## src/rtl/lfsq_pkg.sv

```systemverilog
// ----------------------------------------------------------------------------
// Largest free square - shared definitions
// Sizes, register indexes, configuration and queue entry types.
// ----------------------------------------------------------------------------
`default_nettype none

package lfsq_pkg;

	localparam int MAX_WIDTH   = 1024;
	localparam int COUNT_LIMIT = 1024;
	localparam int COL_W       = $clog2(MAX_WIDTH);
	localparam int CNT_W       = COL_W + 1;
	localparam int ROW_IDX_W   = $clog2(COUNT_LIMIT);
	localparam int ROW_CNT_W   = ROW_IDX_W + 1;
	localparam int GEOM_W      = 11;
	localparam int SIZE_W      = 11;
	localparam int CHAR_W      = 8;
	localparam int CFG_IDX_W   = 3;
	localparam int QDEPTH      = 4;
	localparam int QPTR_W      = $clog2(QDEPTH);

	localparam logic [CFG_IDX_W-1:0] REG_EMPTY_CHAR    = 3'd0;
	localparam logic [CFG_IDX_W-1:0] REG_OBSTACLE_CHAR = 3'd1;
	localparam logic [CFG_IDX_W-1:0] REG_FULL_CHAR     = 3'd2;
	localparam logic [CFG_IDX_W-1:0] REG_ROW_WIDTH     = 3'd3;
	localparam logic [CFG_IDX_W-1:0] REG_ROW_COUNT     = 3'd4;

	typedef struct packed {
		logic [CHAR_W-1:0] empty_char;
		logic [CHAR_W-1:0] obstacle_char;
		logic [CHAR_W-1:0] full_char;
		logic [GEOM_W-1:0] row_width;
		logic [GEOM_W-1:0] row_count;
	} cfg_t;

	// one classified cell, front to back
	typedef struct packed {
		logic [COL_W-1:0] col;
		logic             free;
		logic             bad;
		logic             first;
		logic             frame_err;
		logic             row_end;
		logic             frame_end;
	} q_entry_t;

endpackage

`default_nettype wire

```

## src/rtl/lfsq_queue.sv

```systemverilog
// ----------------------------------------------------------------------------
// Largest free square - decoupling queue
// Small flop FIFO between the front end and the size pipeline.
// ----------------------------------------------------------------------------
`default_nettype none

module lfsq_queue
	import lfsq_pkg::*;
(
	input  wire logic     clk,
	input  wire logic     arst_n,
	input  wire logic     push,
	input  wire q_entry_t wdata,
	output logic          full,
	input  wire logic     pop,
	output logic          valid,
	output q_entry_t      head
);

	q_entry_t            ent_q [QDEPTH];
	logic [QPTR_W-1:0]   wptr_q;
	logic [QPTR_W-1:0]   rptr_q;
	logic [QPTR_W:0]     count_q;

	assign full  = (count_q == (QPTR_W+1)'(QDEPTH));
	assign valid = (count_q != '0);
	assign head  = ent_q[rptr_q];

	always_ff @(posedge clk) begin
		if (push) begin
			ent_q[wptr_q] <= wdata;
		end
	end

	always_ff @(posedge clk or negedge arst_n) begin
		if (!arst_n) begin
			wptr_q  <= '0;
			rptr_q  <= '0;
			count_q <= '0;
		end else begin
			if (push) begin
				wptr_q <= wptr_q + QPTR_W'(1);
			end
			if (pop) begin
				rptr_q <= rptr_q + QPTR_W'(1);
			end
			case ({push, pop})
				2'b10:   count_q <= count_q + (QPTR_W+1)'(1);
				2'b01:   count_q <= count_q - (QPTR_W+1)'(1);
				default: count_q <= count_q;
			endcase
		end
	end

endmodule

`default_nettype wire

```

## config.mk

```make
export PLATFORM = sky130hd
export DESIGN_NAME = lfsq_queue
export DESIGN_NICKNAME = d
export VERILOG_FILES = /design/src/rtl/lfsq_pkg.sv /design/src/rtl/lfsq_queue.sv
export SDC_FILE = /design/constraint.sdc
export NUM_CORES = 1
export LEC_CHECK = 0
export BUFFER_PORTS_ARGS = -buffer_cell sky130_fd_sc_hd__buf_4
export CORE_ASPECT_RATIO = 1.4
export CORE_UTILIZATION = 50
export CTS_CLUSTER_DIAMETER = 30
export CTS_CLUSTER_SIZE = 12
export DETAILED_ROUTE_END_ITERATION = 16
export GPL_TIMING_DRIVEN = 0
export PLACE_DENSITY_LB_ADDON = 0.05
export SETUP_SLACK_MARGIN = 0.02
export SYNTH_ARGS = -nofsm -noshare
export SYNTH_HDL_FRONTEND = slang
export SYNTH_SLANG_ARGS = --single-unit
```

## constraint.sdc

```tcl
create_clock -name clk -period 2.3 [get_ports clk]
set_input_delay 0.69 -clock clk [delete_from_list [all_inputs] [get_ports clk]]
set_output_delay 0.69 -clock clk [all_outputs]
set_load 0.05 [all_outputs]
```

* Yosys cells after proc, flatten, opt, wreduce, memory -nomap -nowiden
Memories as Yosys holds them, arrays and structs flattened.
Cells that the tools add are included.
Widths: inputs -> output; s select.
** Cells by class
- Reductions and logical operators :: 2
- Mux-type cells :: 3
- Equal/unequal tests :: 3
- $add $sub $neg :: 4
** Operators with widths (number)
- $pmux 3 s2 :: 1
- $add 2x1->2 const B :: 2
- $add 3x1->3 const B :: 1
- $eq 3x3->1 const B :: 1
- $reduce_bool 3->1 :: 1
- $sub 3x1->3 const B :: 1
- $eq 2x1->1 const B :: 1
- $eq 2x2->1 const B :: 1
- $mux 1 :: 2
- $reduce_bool 2->1 :: 1
** Storage, ports and cells
- Output and inout port bits :: 18
- Flip-flop bits (word level) :: 7
- Bits of input ports :: 20
- Bits in writable memories :: 64
- Logic and storage cells :: 16
- Memories :: 1
** Memory list
- ent_q :: depth 4, width 16, rd ports 1, clocked after memory_dff 0, wr ports 1, RTL line lfsq_queue.sv:20 : q_entry_t ent_q [QDEPTH];

* Logic depth before layout (Yosys ltp)
- Word-level depth :: 2
- Gate-level depth with buffers :: 7
- Mapped depth without buffers :: 7

* Worst setup path before layout
No wires, ideal clock.
- Path kind :: register to output
- From :: register rptr_q[0]
- To :: output head[0] (netlist bit)
- Stages on the path, launching flop included :: 3
- Data required time :: 1.610 ns
- Data arrival time :: 1.267 ns
- Setup slack :: 0.343 ns
- Buffers on the path :: 1
- Cell sequence :: dfrtp_1 buf_6 mux4_1
** RTL lines
- start, declared :: RTL line lfsq_queue.sv:22 : logic [QPTR_W-1:0] rptr_q;
- start signal, assigned :: RTL line lfsq_queue.sv:45 : rptr_q <= rptr_q + QPTR_W'(1);
- end, declared :: RTL line lfsq_queue.sv:17 : output q_entry_t head

==> metrics <==
Post-CTS Hold Buffers 0; Root Driver clkbuf_8; CP Capture Type primary output; Highest Clock Rate 425 MHz; Max stage delay on crit path 530 ps; status complete, but fails checks; crit path max fanout 5; clk_lat worst skew 340 ps; CP dominant cell by count buf_6; dominant cell type by area after synthesis edfxtp_1; dominant synthesized flop cell edfxtp_1; EDFF count, synth 64; area delta synth->final 25.0%; detailed-route wire length per cell 18.0 µm; post-detail-place hpwl 2770 µm; Place WS 181 ps; CP top delay family multiplexers; max-cap viol count 0; Hold WC Path Type in2async; Total Wirelength 4370 µm; Detailed Route Iter0 Violations 25; Final Wtd Congestion 0.622; number of diodes 0; post-synthesis cell count 120; GR Util All Layers 18.2%; crit path DAT 1660 ps; vias in the first global route 1,468; final setup skew 4.99 ps; clk slew on worst S/H paths 70 ps; Warnings, synthesis 0; drt via density 5.26; Worst path slowest cell mux4_2; Pre-Repair DR Iteration Count 6; Fin Hold WS 147 ps; Final Cycle Share 102%; failing checks setup timing; Max H-tree Level 3; multiplexer area fraction after synthesis 14.6%; largest net degree at the start of global routing 17; Worst slew margin 42.3%; filler instances 384; Final Max Tran Viols 0; Slew @ Worst Pin 866 ps; layout cells sized above 1 42.4%; via count 1,277; RSZ-0062 raised after global routing yes; worst-path cell chain buf_6, buf_12, mux4_2, buf_6; Core ar. 5240 µm²; most common cell in the netlist edfxtp_1; initial core utilization 52.5%; remaining global-route overflow 0; top cells by area, synth edfxtp_1, mux4_1, mux4_2, dfrtp_1, ha_1; antenna-violating nets left 0; Period minus WS final 2350 ps; syn_nets 146; CTS Buffer Depth 2; Syn Std Cell Area 2750 µm²; peak supply drop 0.921 mV; largest family of logic cells by synthesized area multiplexers; Critical Path RT 1610 ps; sequential area share after synthesis 76.3%; Die Footprint 5810 µm²; CP Class reg2out; initial antenna violation count 0; area fraction in and, or, nand and nor cells after synthesis 1.77%; ys async rst share 9.86%; Worst setup SP type register; DIE WIDTH 64.7 µm; endpoints failing hold 0; Syn Area/Cell 22.9 µm²; CTS tree done; #FFs+latches synth 71; I/O pin total 38; PD cells 1490 nW/µm²; post-synthesis xor/xnor area fraction 1.91%; Unique masters post-synth 19; most frequent cells after synthesis edfxtp_1, mux4_1, mux4_2; Pleak 1.26 nW; NumNets Final 198; IO Port Bufs 37; Yosys top cell area share 69.9%; compound-cell area share of the yosys netlist 0.182%; DRC Markers 0; fin area 3440 µm²; total CTS buffers 9; Adder-Cell Fraction of Synth Area 3.00%; worst path buffer plus inverter count 3; DP Area 3110 µm²; first-pass GRT wire length 7180 µm; post-route setup slack -51.1 ps; Die Y 89.8 µm; total clock sinks 71; final setup violation count 12; num rows 31
area by class of cell:
cell class / instances / area [µm²] / share of cell area [%]
buffer: 4 / 50.0 / 1.46
clock inverter: 7 / 87.6 / 2.55
multi-input combinational: 39 / 559 / 16.3
timing repair buffer: 41 / 414 / 12.0
inverter: 6 / 22.5 / 0.655
tap: 66 / 82.6 / 2.40
sequential: 71 / 2100 / 61.0
clock buffer: 9 / 124 / 3.60
final timing paths:
path,from,endpoint,slack (ps),cells past startpoint
worst max-delay path,rptr_q[0],head[7],-50,4
worst min-delay path,arst_n,count_q[2],150,1
worst max register to register,wptr_q[0],ent_q[2][15],540,3
worst min register to register,count_q[2],count_q[2],510,1
max in group asynchronous,arst_n,rptr_q[0],2030,1
min in group clk,count_q[2],count_q[2],510,1
layout by cell type, fill, tap and decap left out:
master,Yosys,layout
inv_1,6,6
edfxtp_1,64,64
mux2i_1,1,1
mux4_2,8,16
fa_1,1,1
ha_1,5,5
xor2_1,4,4
bufinv_16,0,2
or3_1,1,1
nand2_1,2,2
buf_8,0,1
clkinv_1,0,2
xnor2_1,2,2
clkbuf_4,0,1
clkinvlp_4,0,2
clkinv_2,0,1
o21ai_0,1,1
buf_4,0,22
and3_1,1,1
dfrtp_1,7,7
nor2_1,1,1
and2_1,4,4
clkbuf_8,0,9
buf_6,1,17
clkbuf_16,0,1
buf_12,1,3
routing by layer:
metal / vias up / GRT usage [%] / share of wire (%)
li1: 579 / - / -
met1: 658 / 20.0 / 38
met2: 29 / 31.1 / 57
met3: 11 / 4.95 / 3.5
met4: 0 / 10.6 / 2.3
met5: - / 0 / 0
sequential cells by signal, indices dropped and copies added, names as in the netlist:
signal and cells:
count_q 3, rptr_q 2, ent_q 64, wptr_q 2
stage by stage:
stage,instances,util (%),setup TNS [ps],power (W)
after CTS,242,65.1,-616,0.00512
after global routing,243,65.6,-1130,0.00533
after global placement,223,59.4,0,0.00372
after detailed placement,223,59.4,0,0.00379
final,243,65.6,-337,0.00511
after floorplan,120,-,0,0.00324
logic make-up (layout without fill, tap and decap cells):
logic type	Yosys count	after routing
XOR/XNOR	6	6
AND/OR/NAND/NOR	9	9
flip-flops	71	71
adder cells (fa/ha/maj)	6	6
multiplexers	17	17
AO/OA/AOI/OAI	1	1
buffers and inverters	10	67
power breakdown:
part | switching [W] | leakage, nW | total (W) | internal [W]
Clock | 0.000426 | 0.100 | 0.00103 | 0.000600
Sequential | 0.0000895 | 0.670 | 0.00180 | 0.00171
Combinational | 0.00131 | 0.491 | 0.00228 | 0.000967
Total | 0.00183 | 1.26 | 0.00511 | 0.00328
what timing repair did:
| action | CTS | global route |
|---|---|---|
| gates cloned | 0 | 1 |
| endpoints found under the setup margin | 16 | 16 |
| setup buffers | 3 | 0 |
| pin swaps | 0 | 0 |
| resized for setup | 27 | 1 |
(Power assumes the default switching activity.)
