==> src/rtl/lfsq_pkg.sv <==
// ----------------------------------------------------------------------------
// Largest free square - shared definitions
// Sizes, register indexes, configuration and queue entry types.
// ----------------------------------------------------------------------------
`default_nettype none

package lfsq_pkg;

	localparam int MAX_WIDTH   = 1024;
	localparam int COUNT_LIMIT = 1024;
	localparam int COL_W       = $clog2(MAX_WIDTH);
	localparam int CNT_W       = COL_W + 1;
	localparam int ROW_IDX_W   = $clog2(COUNT_LIMIT);
	localparam int ROW_CNT_W   = ROW_IDX_W + 1;
	localparam int GEOM_W      = 11;
	localparam int SIZE_W      = 11;
	localparam int CHAR_W      = 8;
	localparam int CFG_IDX_W   = 3;
	localparam int QDEPTH      = 4;
	localparam int QPTR_W      = $clog2(QDEPTH);

	localparam logic [CFG_IDX_W-1:0] REG_EMPTY_CHAR    = 3'd0;
	localparam logic [CFG_IDX_W-1:0] REG_OBSTACLE_CHAR = 3'd1;
	localparam logic [CFG_IDX_W-1:0] REG_FULL_CHAR     = 3'd2;
	localparam logic [CFG_IDX_W-1:0] REG_ROW_WIDTH     = 3'd3;
	localparam logic [CFG_IDX_W-1:0] REG_ROW_COUNT     = 3'd4;

	typedef struct packed {
		logic [CHAR_W-1:0] empty_char;
		logic [CHAR_W-1:0] obstacle_char;
		logic [CHAR_W-1:0] full_char;
		logic [GEOM_W-1:0] row_width;
		logic [GEOM_W-1:0] row_count;
	} cfg_t;

	// one classified cell, front to back
	typedef struct packed {
		logic [COL_W-1:0] col;
		logic             free;
		logic             bad;
		logic             first;
		logic             frame_err;
		logic             row_end;
		logic             frame_end;
	} q_entry_t;

endpackage

`default_nettype wire

==> src/rtl/lfsq_front.sv <==
// ----------------------------------------------------------------------------
// Largest free square - front end
// Classifies each character and tracks raster position and frame error.
// ----------------------------------------------------------------------------
`default_nettype none

module lfsq_front
	import lfsq_pkg::*;
(
	input  wire logic              clk,
	input  wire logic              arst_n,
	input  wire cfg_t              cfg,
	input  wire logic              s_tvalid,
	output logic                   s_tready,
	input  wire logic [CHAR_W-1:0] s_tdata,   // [7:0] cell_char
	input  wire logic              q_full,
	output logic                   q_push,
	output q_entry_t               q_wdata
);

	logic [COL_W-1:0]     col_q;
	logic [ROW_IDX_W-1:0] row_q;
	logic                 err_q;

	logic [CNT_W-1:0]     used_w;
	logic [ROW_CNT_W-1:0] used_h;
	logic                 is_obst;
	logic                 is_bad;
	logic                 row_end;
	logic                 frame_end;

	always_comb begin
		if (cfg.row_width == '0) begin
			used_w = CNT_W'(1);
		end else if (cfg.row_width > GEOM_W'(MAX_WIDTH)) begin
			used_w = CNT_W'(MAX_WIDTH);
		end else begin
			used_w = CNT_W'(cfg.row_width);
		end
		if (cfg.row_count == '0) begin
			used_h = ROW_CNT_W'(1);
		end else if (cfg.row_count > GEOM_W'(COUNT_LIMIT)) begin
			used_h = ROW_CNT_W'(COUNT_LIMIT);
		end else begin
			used_h = ROW_CNT_W'(cfg.row_count);
		end
	end

	// obstacle code wins over the other two
	assign is_obst   = (s_tdata == cfg.obstacle_char);
	assign is_bad    = !is_obst && (s_tdata != cfg.empty_char) && (s_tdata != cfg.full_char);
	assign row_end   = (CNT_W'(col_q) + CNT_W'(1)) >= used_w;
	assign frame_end = row_end && ((ROW_CNT_W'(row_q) + ROW_CNT_W'(1)) >= used_h);

	assign s_tready = !q_full;
	assign q_push   = s_tvalid && s_tready;

	always_comb begin
		q_wdata.col       = col_q;
		q_wdata.free      = !is_obst && !is_bad;
		q_wdata.bad       = is_bad;
		q_wdata.first     = (col_q == '0) || (row_q == '0);
		q_wdata.frame_err = err_q || is_bad;
		q_wdata.row_end   = row_end;
		q_wdata.frame_end = frame_end;
	end

	always_ff @(posedge clk or negedge arst_n) begin
		if (!arst_n) begin
			col_q <= '0;
			row_q <= '0;
			err_q <= 1'b0;
		end else if (q_push) begin
			if (row_end) begin
				col_q <= '0;
				if (frame_end) begin
					row_q <= '0;
					err_q <= 1'b0;
				end else begin
					row_q <= row_q + ROW_IDX_W'(1);
					err_q <= err_q || is_bad;
				end
			end else begin
				col_q <= col_q + COL_W'(1);
				err_q <= err_q || is_bad;
			end
		end
	end

endmodule

`default_nettype wire

==> config.mk <==
export PLATFORM = sky130hd
export DESIGN_NAME = lfsq_front
export DESIGN_NICKNAME = d
export VERILOG_FILES = /design/src/rtl/lfsq_pkg.sv /design/src/rtl/lfsq_front.sv
export SDC_FILE = /design/constraint.sdc
export NUM_CORES = 1
export LEC_CHECK = 0
export BUFFER_PORTS_ARGS = -buffer_cell sky130_fd_sc_hd__buf_2
export CORE_MARGIN = 3
export CORE_UTILIZATION = 40
export DETAILED_ROUTE_END_ITERATION = 7
export PLACE_DENSITY = 0.76
export SKIP_CTS_REPAIR_TIMING = 1
export SLEW_MARGIN = 15
export SYNTH_ARGS = -nofsm -noshare
export SYNTH_HDL_FRONTEND = slang
export SYNTH_SLANG_ARGS = --single-unit
==> constraint.sdc <==
create_clock -name clk -period 10.17 [get_ports clk]
set_clock_uncertainty 0.1 [all_clocks]
set_input_delay 2.034 -clock clk [delete_from_list [all_inputs] [get_ports clk]]
set_output_delay 2.034 -clock clk [all_outputs]
set_load 0.01 [all_outputs]
After elaboration in Yosys (flattened, before gate mapping)
Cells that the tools add are included.
W data, S select, Z words.
{ "totals": {"register_bits": 21, "input_bits": 58, "elab_cells": 37} }
{ "classes": {"add_sub_neg": 4, "order_cmp": 4, "n_eq_ne": 3, "mux": 8, "reduce_logical": 15} }
{ "op_table": {"columns": ["cell", "count"], "rows": [
  ["$mux W11", 4],
  ["$add A10 B1 Y11 const B", 2],
  ["$ge A11 B11 Y1", 2],
  ["$gt A11 B11 Y1 const B", 2],
  ["$logic_not A11 Y1", 2],
  ["$add A10 B1 Y10 const B", 2],
  ["$logic_not A10 Y1", 2],
  ["$mux W10", 2],
  ["$ne A8 B8 Y1", 2],
  ["$eq A8 B8 Y1", 1],
  ["$logic_and A1 B1 Y1", 5],
  ["$logic_not A1 Y1", 3],
  ["$logic_or A1 B1 Y1", 2],
  ["$mux W1", 2],
  ["$reduce_and A2 Y1", 1]
]} }

Depth between registers and ports, before layout
Gate-level depths: netlist of the first run.
{ "logic_depth": {"word_depth": 7, "ltp_mapped": 13} }

Worst setup path before layout of the first run
OpenSTA, ideal clock, no wires.
{ "synth_timing": {"kind": "input to output", "start": "input port cfg[6] (netlist name)", "end": "output port q_wdata[0] (netlist name)", "arrival_time_ns": 3.848, "slack_ns": 4.188, "stages": 11, "cell_sequence": "nor4_1 a31oi_1 nor2_1 ha_1 nand2b_1 a2111oi_0 nor3_1 nor3_2 buf_4 nor2_1 buf_4"} }
{ "synth_via": {"elab_chain_cells": 5, "word_cells_on_any_way": 6, "classes_between": "2 x order compare; 2 x mux; 2 x reduce/logical"} }
{ "synth_lines": {"columns": ["element", "line_no", "rtl"], "rows": [
  ["start: declaration", "lfsq_front.sv:12", "input wire cfg_t cfg,"],
  ["$gt A11 B11 Y1", "lfsq_front.sv:42", "end else if (cfg.row_count > GEOM_W'(COUNT_LIMIT)) begin"],
  ["$mux W11", "lfsq_front.sv:42", null],
  ["$mux W11 *", "lfsq_front.sv:40", "if (cfg.row_count == '0) begin"],
  ["$ge A11 B11 Y1 *", "lfsq_front.sv:53", "assign frame_end = row_end && ((ROW_CNT_W'(row_q) + ROW_CNT_W'(1)) >= used_h);"],
  ["$logic_and A1 B1 Y1 *", "lfsq_front.sv:53", null],
  ["end: declaration", "lfsq_front.sv:18", "output q_entry_t q_wdata"]
]} }
Mark *: on every way between the ends. The rest lies on a longest branch, timed or not.

==> summary.md, run 1 <==
| Metric | Value |
|---|---|
| Via-to-Cell Ratio | 5.21 |
| Mapped cell area | about 2200 sq um |
| Starting Density | 0.422 |
| Starting DRT DRC Count | 58 |
| Metal3 WL | between 300 and 400 um |
| Hpwl dp | between 4000 and 5000 um |
| Worst hold path type | register to register |
| Setup TNS | 0 ps |
| Share of post-route cells with drive strength above 1 | 0.251 |
| Root buf cell | clkbuf_8 |
| CTS buffer count | 3 |
| Top sig layer | met4 |
| EDFF count, synth | 0 |
| Initial antenna violation count | 0 |
| Top post-synthesis cells by area | dfrtp_1 24%, ha_1 15%, xnor2_1 11%, nand2_1 8.7%, nand4_1 4.2% |
| Top cells by count, synth | 51 x nand2_1, 29 x xnor2_1, 26 x ha_1, 21 x dfrtp_1, 18 x inv_1 |
| Clock Path Buffers | 2 |
| # port buffers | 75 |
| Power density over the cells | 168 nW/um^2 |
| Gr usage total | 0.157 |
| Seq/Total Area, Yosys | 0.238 |
| Ports | between 70 and 80 |
| Die H | around 80 um |
| Cells after Synth | around 280 |
| Fin worst setup slack | 3500 ps |
| WL final | 5030 um |
| Placer congestion estimate | 0.878 |
| WP data arrival | 4540 ps |
| Yosys reg bits | 21 |
| Final setup fails | 0 |
| Crit end category | primary output |
| Routed length on met1 | around 2200 um |
| Leakage | 1.30 nW |
| Placed inst area | about 2600 sq um |
| Crit Path Max Fanout | 12 |
| Crit path kind | input port to primary output |
| Sink Count | 21 |
| First-pass GRT wire length | 8230 um |
| Yosys warnings | 0 |
| RSZ-0062 raised after global routing | false |
| Met2 WL | 2430 um |
| Peak supply drop | 0.0000714 V |
| Async SR Flop Fraction | 1.00 |
| Final net count | 435 |
| Post-route ant nets | 0 |
| CTS tree | built |
| Avg Synthesized Cell Area | 7.92 sq um |
| CP required | 8040 ps |
| Tcrit/Tclk final | 0.656 |
| Core area | approximately 5200 sq um |
| Diode count | 0 |
| Syn_nets | 363 |
| Chip width | about 80 um |
| Most common cell in the synthesized netlist | nand2_1 |
| Status | completed |
| Post-route minimum period | about 6700 ps |
| Total gr overflow | 0 |
| Htree depth | 1 |
| Die area | 6460 sq um |
| Synth top area share | 0.238 |
| Row cnt | 26 |
| Largest net degree at the start of global routing | 22 |
| Slew @ Worst Pin | 759 ps |
| Area grow syn2layout | 20.7% |
| Max Clk Rate | 150 MHz |
| Cell type with the highest aggregate area in the netlist | dfrtp_1 |
| Fillers | just under 500 |
| Vias | 2,188 |
| CP startpoint kind | input port |
| Library cells used by synthesis | 44 |
| DRC | 0 |
| Vias in the first global route | 2,022 |
| Final Slew Violations | 0 |
| Pre-antenna DRT Iters | 5 |
| Clock transition at path regs | 80 ps |
| Place WS | between 3000 and 4000 ps |
| Ys flop type | dfrtp_1 |
| Slew headroom | 0.491 |
| Final count of hold timing violations | 0 |
| WL/cell | 12.0 um |
| Design area | 2670 sq um |
| MaxCap Viol Count | 0 |
| Skew-Pair Late Insertion Delay | 260 ps |
[cell families after synthesis]
logic type	after synthesis	share of synthesized area
and+or+nand+nor	120	0.278
buffers and inverters	29	0.0594
xor gates and xnor gates	34	0.135
adders and majority gates	26	0.147
DFF	21	0.238
AOI/OAI and AO/OA	49	0.143
[sequential cells by signal, summed over array words and instances (netlist names)]
| name | cells |
|---|---|
| row_q | 10 |
| err_q | 1 |
| col_q | 10 |
[critical path, stage by stage]
cell and delay, ps:
buf_2 100, nor4_1 310, a31oi_1 130, nor2_1 100, ha_1 230, nand2b_1 150
a2111oi_0 460, nor3_1 110, nor3_2 590, nor2_1 130, buf_2 180
[through the flow]
step	std cells	power (mW)	util	hold WS, ps
after detailed placement	416	0.397	0.500	425
after floorplan	279	0.324	-	384
after CTS	420	0.454	0.509	446
final	420	0.449	0.509	443
after global routing	420	0.495	0.509	487
after global placement	416	0.389	0.500	403
[placed cells by master (no fill, tap or decap), drive strengths merged, types with 2 or more instances in the layout]
cell,n
buf,75
nand2,52
xnor2,29
ha,26
dfrtp,21
inv,19
nand4,15
nand3,15
nor2,11
a21oi,10
o21ai,10
o22ai,9
a211oi,7
nor4,6
nor3,6
xor2,5
nand2b,4
nor2b,3
a21o,3
clkbuf,3
clkinv,3
and3,2
a31oi,2
or2,2
[where the power goes]
group | switching (mW) | leakage [nW] | internal, mW
combinational | 0.138 | 1.02 | 0.103
clock | 0.0275 | 0.0255 | 0.0273
sequential | 0.0417 | 0.257 | 0.112
total | 0.207 | 1.30 | 0.242
[metal layers]
metal,vias to the layer above,GRT usage
met5,-,0
met4,0,0.0372
met3,6,0.0392
met2,63,0.277
met1,982,0.191
li1,1137,-
[worst paths after layout]
check                                startpoint                    to  slack [ps]  cells after the start
min                           err_q$_DFFE_PN0P_     err_q$_DFFE_PN0P_         440                      2
max                                      cfg[6]            q_wdata[0]        3500                     11
min reg2reg                   err_q$_DFFE_PN0P_     err_q$_DFFE_PN0P_         440                      2
max in group asynchronous                arst_n  col_q[5]$_DFFE_PN0P_        8010                      1
max reg2reg                row_q[0]$_DFFE_PN0P_  row_q[7]$_DFFE_PN0P_        6430                     12
min in group asynchronous                arst_n  row_q[6]$_DFFE_PN0P_        1620                      1
[final cells by class]
class / count / area, sq um / area share
Multi-Input combinational cell: 229 / 1550 / 0.583
Sequential cell: 21 / 526 / 0.197
Inverter: 21 / 78.8 / 0.0295
Tap cell: 70 / 87.6 / 0.0328
Clock buffer: 3 / 41.3 / 0.0155
Clock inverter: 1 / 5.00 / 0.00188
Timing Repair Buffer: 75 / 375 / 0.141
Power figures use the tool's default switching activity.
==> inputs of run 2 (changes only) <==
Settings changed: ABC_AREA set to 1, PLACE_DENSITY 0.76 to 0.75.
Clock period 10.17 ns to 6.65 ns, I/O delays scaled along.
==> run 2 against run 1 <==
Against the previous run:
- power grew 44%
- sequential power grew 30%
- cell count grew 22%
- synthesized cell count grew 32%
- die area grew 9.1%
==> summary.md, run 2 <==
| Metric | Value |
|---|---|
| Status | completed |
| WP data arrival | 3620 ps |
| WP buf/inv | 2 |
| Yosys warnings | 0 |
| Crit Path Max Fanout | 12 |
| Crit Reg-Reg Startpoint | col_q[0]$_DFFE_PN0P_ |
| Total gr overflow | 0 |
| Top cells by count, synth | 123 x nand2_1, 57 x inv_1, 28 x nand3_1, 26 x ha_1, 25 x nor2_1 |
| Commonest non-fill, non-tap cell in the layout | nand2_1 |
| Setup TNS | 0 ps |
| Clock transition at path regs | 70 ps |
| Largest net degree at the start of global routing | 22 |
| Diode count | 0 |
| Worst hold path type | register to register |
| Mapped cell area | 2430 sq um |
| Tcrit/Tclk final | 0.759 |
| Ports | 76 |
| CP max stage cell | a21oi_2 |
| Most common cell in the synthesized netlist | nand2_1 |
| EDFF count, synth | 0 |
| Synth top area share | 0.216 |
| Cell type with the highest aggregate area in the netlist | dfrtp_1 |
| Place WS | 1580 ps |
| Max Clk Rate | 198 MHz |
| First-pass GRT wire length | 9800 um |
| RSZ-0062 raised after global routing | false |
| Slew headroom | 0.623 |
| Setup slack, reg-to-reg | 3680 ps |
| Final Slew Violations | 0 |
| Vias in the first global route | 2,360 |
| Final net count | 527 |
| Die area | ~7000 sq um |
| Ys flop type | dfrtp_1 |
| Cells after Synth | 369 |
| CTS tree | built |
| Slew @ Worst Pin | approximately 570 ps |
| Hold path start | row_q[9]$_DFFE_PN0P_ |
| MaxCap Viol Count | 0 |
| WL final | 5540 um |
| Sink Count | 21 |
| WL/cell | between 10 and 15 um |
| # port buffers | between 70 and 80 |
| Skew-Pair Late Insertion Delay | about 260 ps |
| CP delay by family, top | simple AND/OR/NAND/NOR gates |
| Post-route ant nets | 0 |
| Area grow syn2layout | 19.3% |
| Avg Synthesized Cell Area | 6.58 sq um |
| Htree depth | 1 |
| Initial antenna violation count | 0 |
| Starting Density | 0.428 |
| Yosys reg bits | 21 |
| Via-to-Cell Ratio | 4.80 |
| Hpwl dp | 4780 um |
| Pre-antenna DRT Iters | 4 |
| Crit end category | primary output |
| Gr usage total | 0.162 |
| Fin worst setup slack | 1600 ps |
| CTS buffer count | 3 |
| Starting DRT DRC Count | 83 |
| Row cnt | 27 |
| Post-layout util | 0.510 |
| Crit-path cells | buf_2 -> or2_1 -> nor4_2 -> nand3_1 -> nand2_2 -> nand2_1 -> ha_1 -> a21o_1 -> nor2_1 -> nand2_1 -> a21oi_2 -> nor2_1 -> buf_2 |
| CP required | 5220 ps |
| Most frequent cells in the layout | 123 x nand2_1, 75 x buf_2, 57 x inv_1 |
| Library cells used by synthesis | 33 |
| Slowest stage delay, CP | 470 ps |
| Core area | 5680 sq um |
| Power density over the cells | between 200 and 250 nW/um^2 |
| DRC | 0 |
| Die H | 83.9 um |
| Syn_nets | between 400 and 500 |
| RR Endpoint | err_q$_DFFE_PN0P_ |
| Crit path kind | input port to primary output |
| Share of post-route cells with drive strength above 1 | 0.219 |
| Async SR Flop Fraction | 1.00 |
| Final hold slack | 386 ps |
| Post-route minimum period | ~5000 ps |
| Leakage | ~1.7 nW |
| Hold path cells | 2 |
| Placer congestion estimate | roughly 0.85 |
| Hold Path Sink | row_q[9]$_DFFE_PN0P_ |
| CP startpoint kind | input port |
| Final count of hold timing violations | 0 |
| Final setup fails | 0 |
| Peak supply drop | 0.000162 V |
| Top Registers | col_q (10), row_q (10), err_q (1) |
| Chip width | 83.9 um |
| Clock Path Buffers | 2 |
| FF-to-FF path depth | 14 |
| Top post-synthesis cells by area | dfrtp_1 22%, nand2_1 19%, ha_1 13%, inv_1 8.8%, nand3_1 5.8% |
| Root buf cell | clkbuf_8 |
| Fillers | 576 |
| Vias | roughly 2,500 |
| Seq/Total Area, Yosys | 0.216 |
[run 2: cell types whose count changed in the layout (fill, tap and decap cells not counted), moves of 9 or more]
cell,previous run,this run
inv_1,18,57
nand2_1,51,123
xnor2_1,29,16
nor2_1,10,25
nand4_1,15,6
nand3_1,13,28
[run 2: worst max-delay path by stage]
stage               startpoint          to  slack [ps]  cells after the start
floorplan               cfg[0]  q_wdata[0]        2010                     13
finish                  cfg[0]  q_wdata[0]        1600                     13
detailed placement      cfg[0]  q_wdata[0]        1580                     13
global placement        cfg[0]  q_wdata[0]        1680                     13
global route            cfg[0]  q_wdata[0]        1310                     14
CTS                     cfg[0]  q_wdata[0]        1580                     13
[run 2: cell type report]
type	count	area, sq um	area share
Clock buffer	4	45.0	0.0156
Inverter	60	225	0.0778
Multi-Input combinational cell	282	1640	0.565
Sequential cell	21	526	0.181
Tap cell	72	90.1	0.0311
Timing Repair Buffer	75	375	0.130
[run 2: metrics by stage]
| stage | cell area [sq um] | power (mW) | instances |
|---|---|---|---|
| 3_3_place_gp | 2850 | 0.551 | 510 |
| 5_1_grt | 2900 | 0.719 | 514 |
| 3_5_place_dp | 2850 | 0.567 | 510 |
| 4_1_cts | 2900 | 0.651 | 514 |
| 2_1_floorplan | 2430 | 0.451 | 369 |
| 6_report | 2900 | 0.645 | 514 |
[run 2: where the power goes]
| group | internal, mW | switching (mW) | total, mW | leakage (nW) |
|---|---|---|---|---|
| Sequential | 0.157 | 0.0426 | 0.200 | 0.278 |
| Combinational | 0.149 | 0.213 | 0.362 | 1.42 |
| Clock | 0.0426 | 0.0409 | 0.0835 | 0.0228 |
[run 2: worst reg2reg max path, stage by stage, from the launching register on]
cell and delay, ps:
dfrtp_1 540, ha_1 240, nand3_1 120, nor2_1 160, nand3_1 130, xor2_1 200, inv_1 80, ha_1 310
nand2_1 70, nand2_1 60, nand3_1 80, nand3_2 150, o21ai_2 440, nor2_1 80, nor2_1 130
[run 2: logic make-up after synthesis]
family / share of synthesized area
AO/OA/AOI/OAI: 0.0613
XOR/XNOR: 0.105
adder cells (fa/ha/maj): 0.134
buffers and inverters: 0.110
flip-flops: 0.216
AND/OR/NAND/NOR: 0.374
[run 2: layer usage]
layer  vias up  track usage  share of wire
li1       1306            -              -
met4         0       0.0336          0.012
met3         8       0.0276          0.039
met2        50        0.294           0.51
met1      1102        0.200           0.44
met5         -            0              0
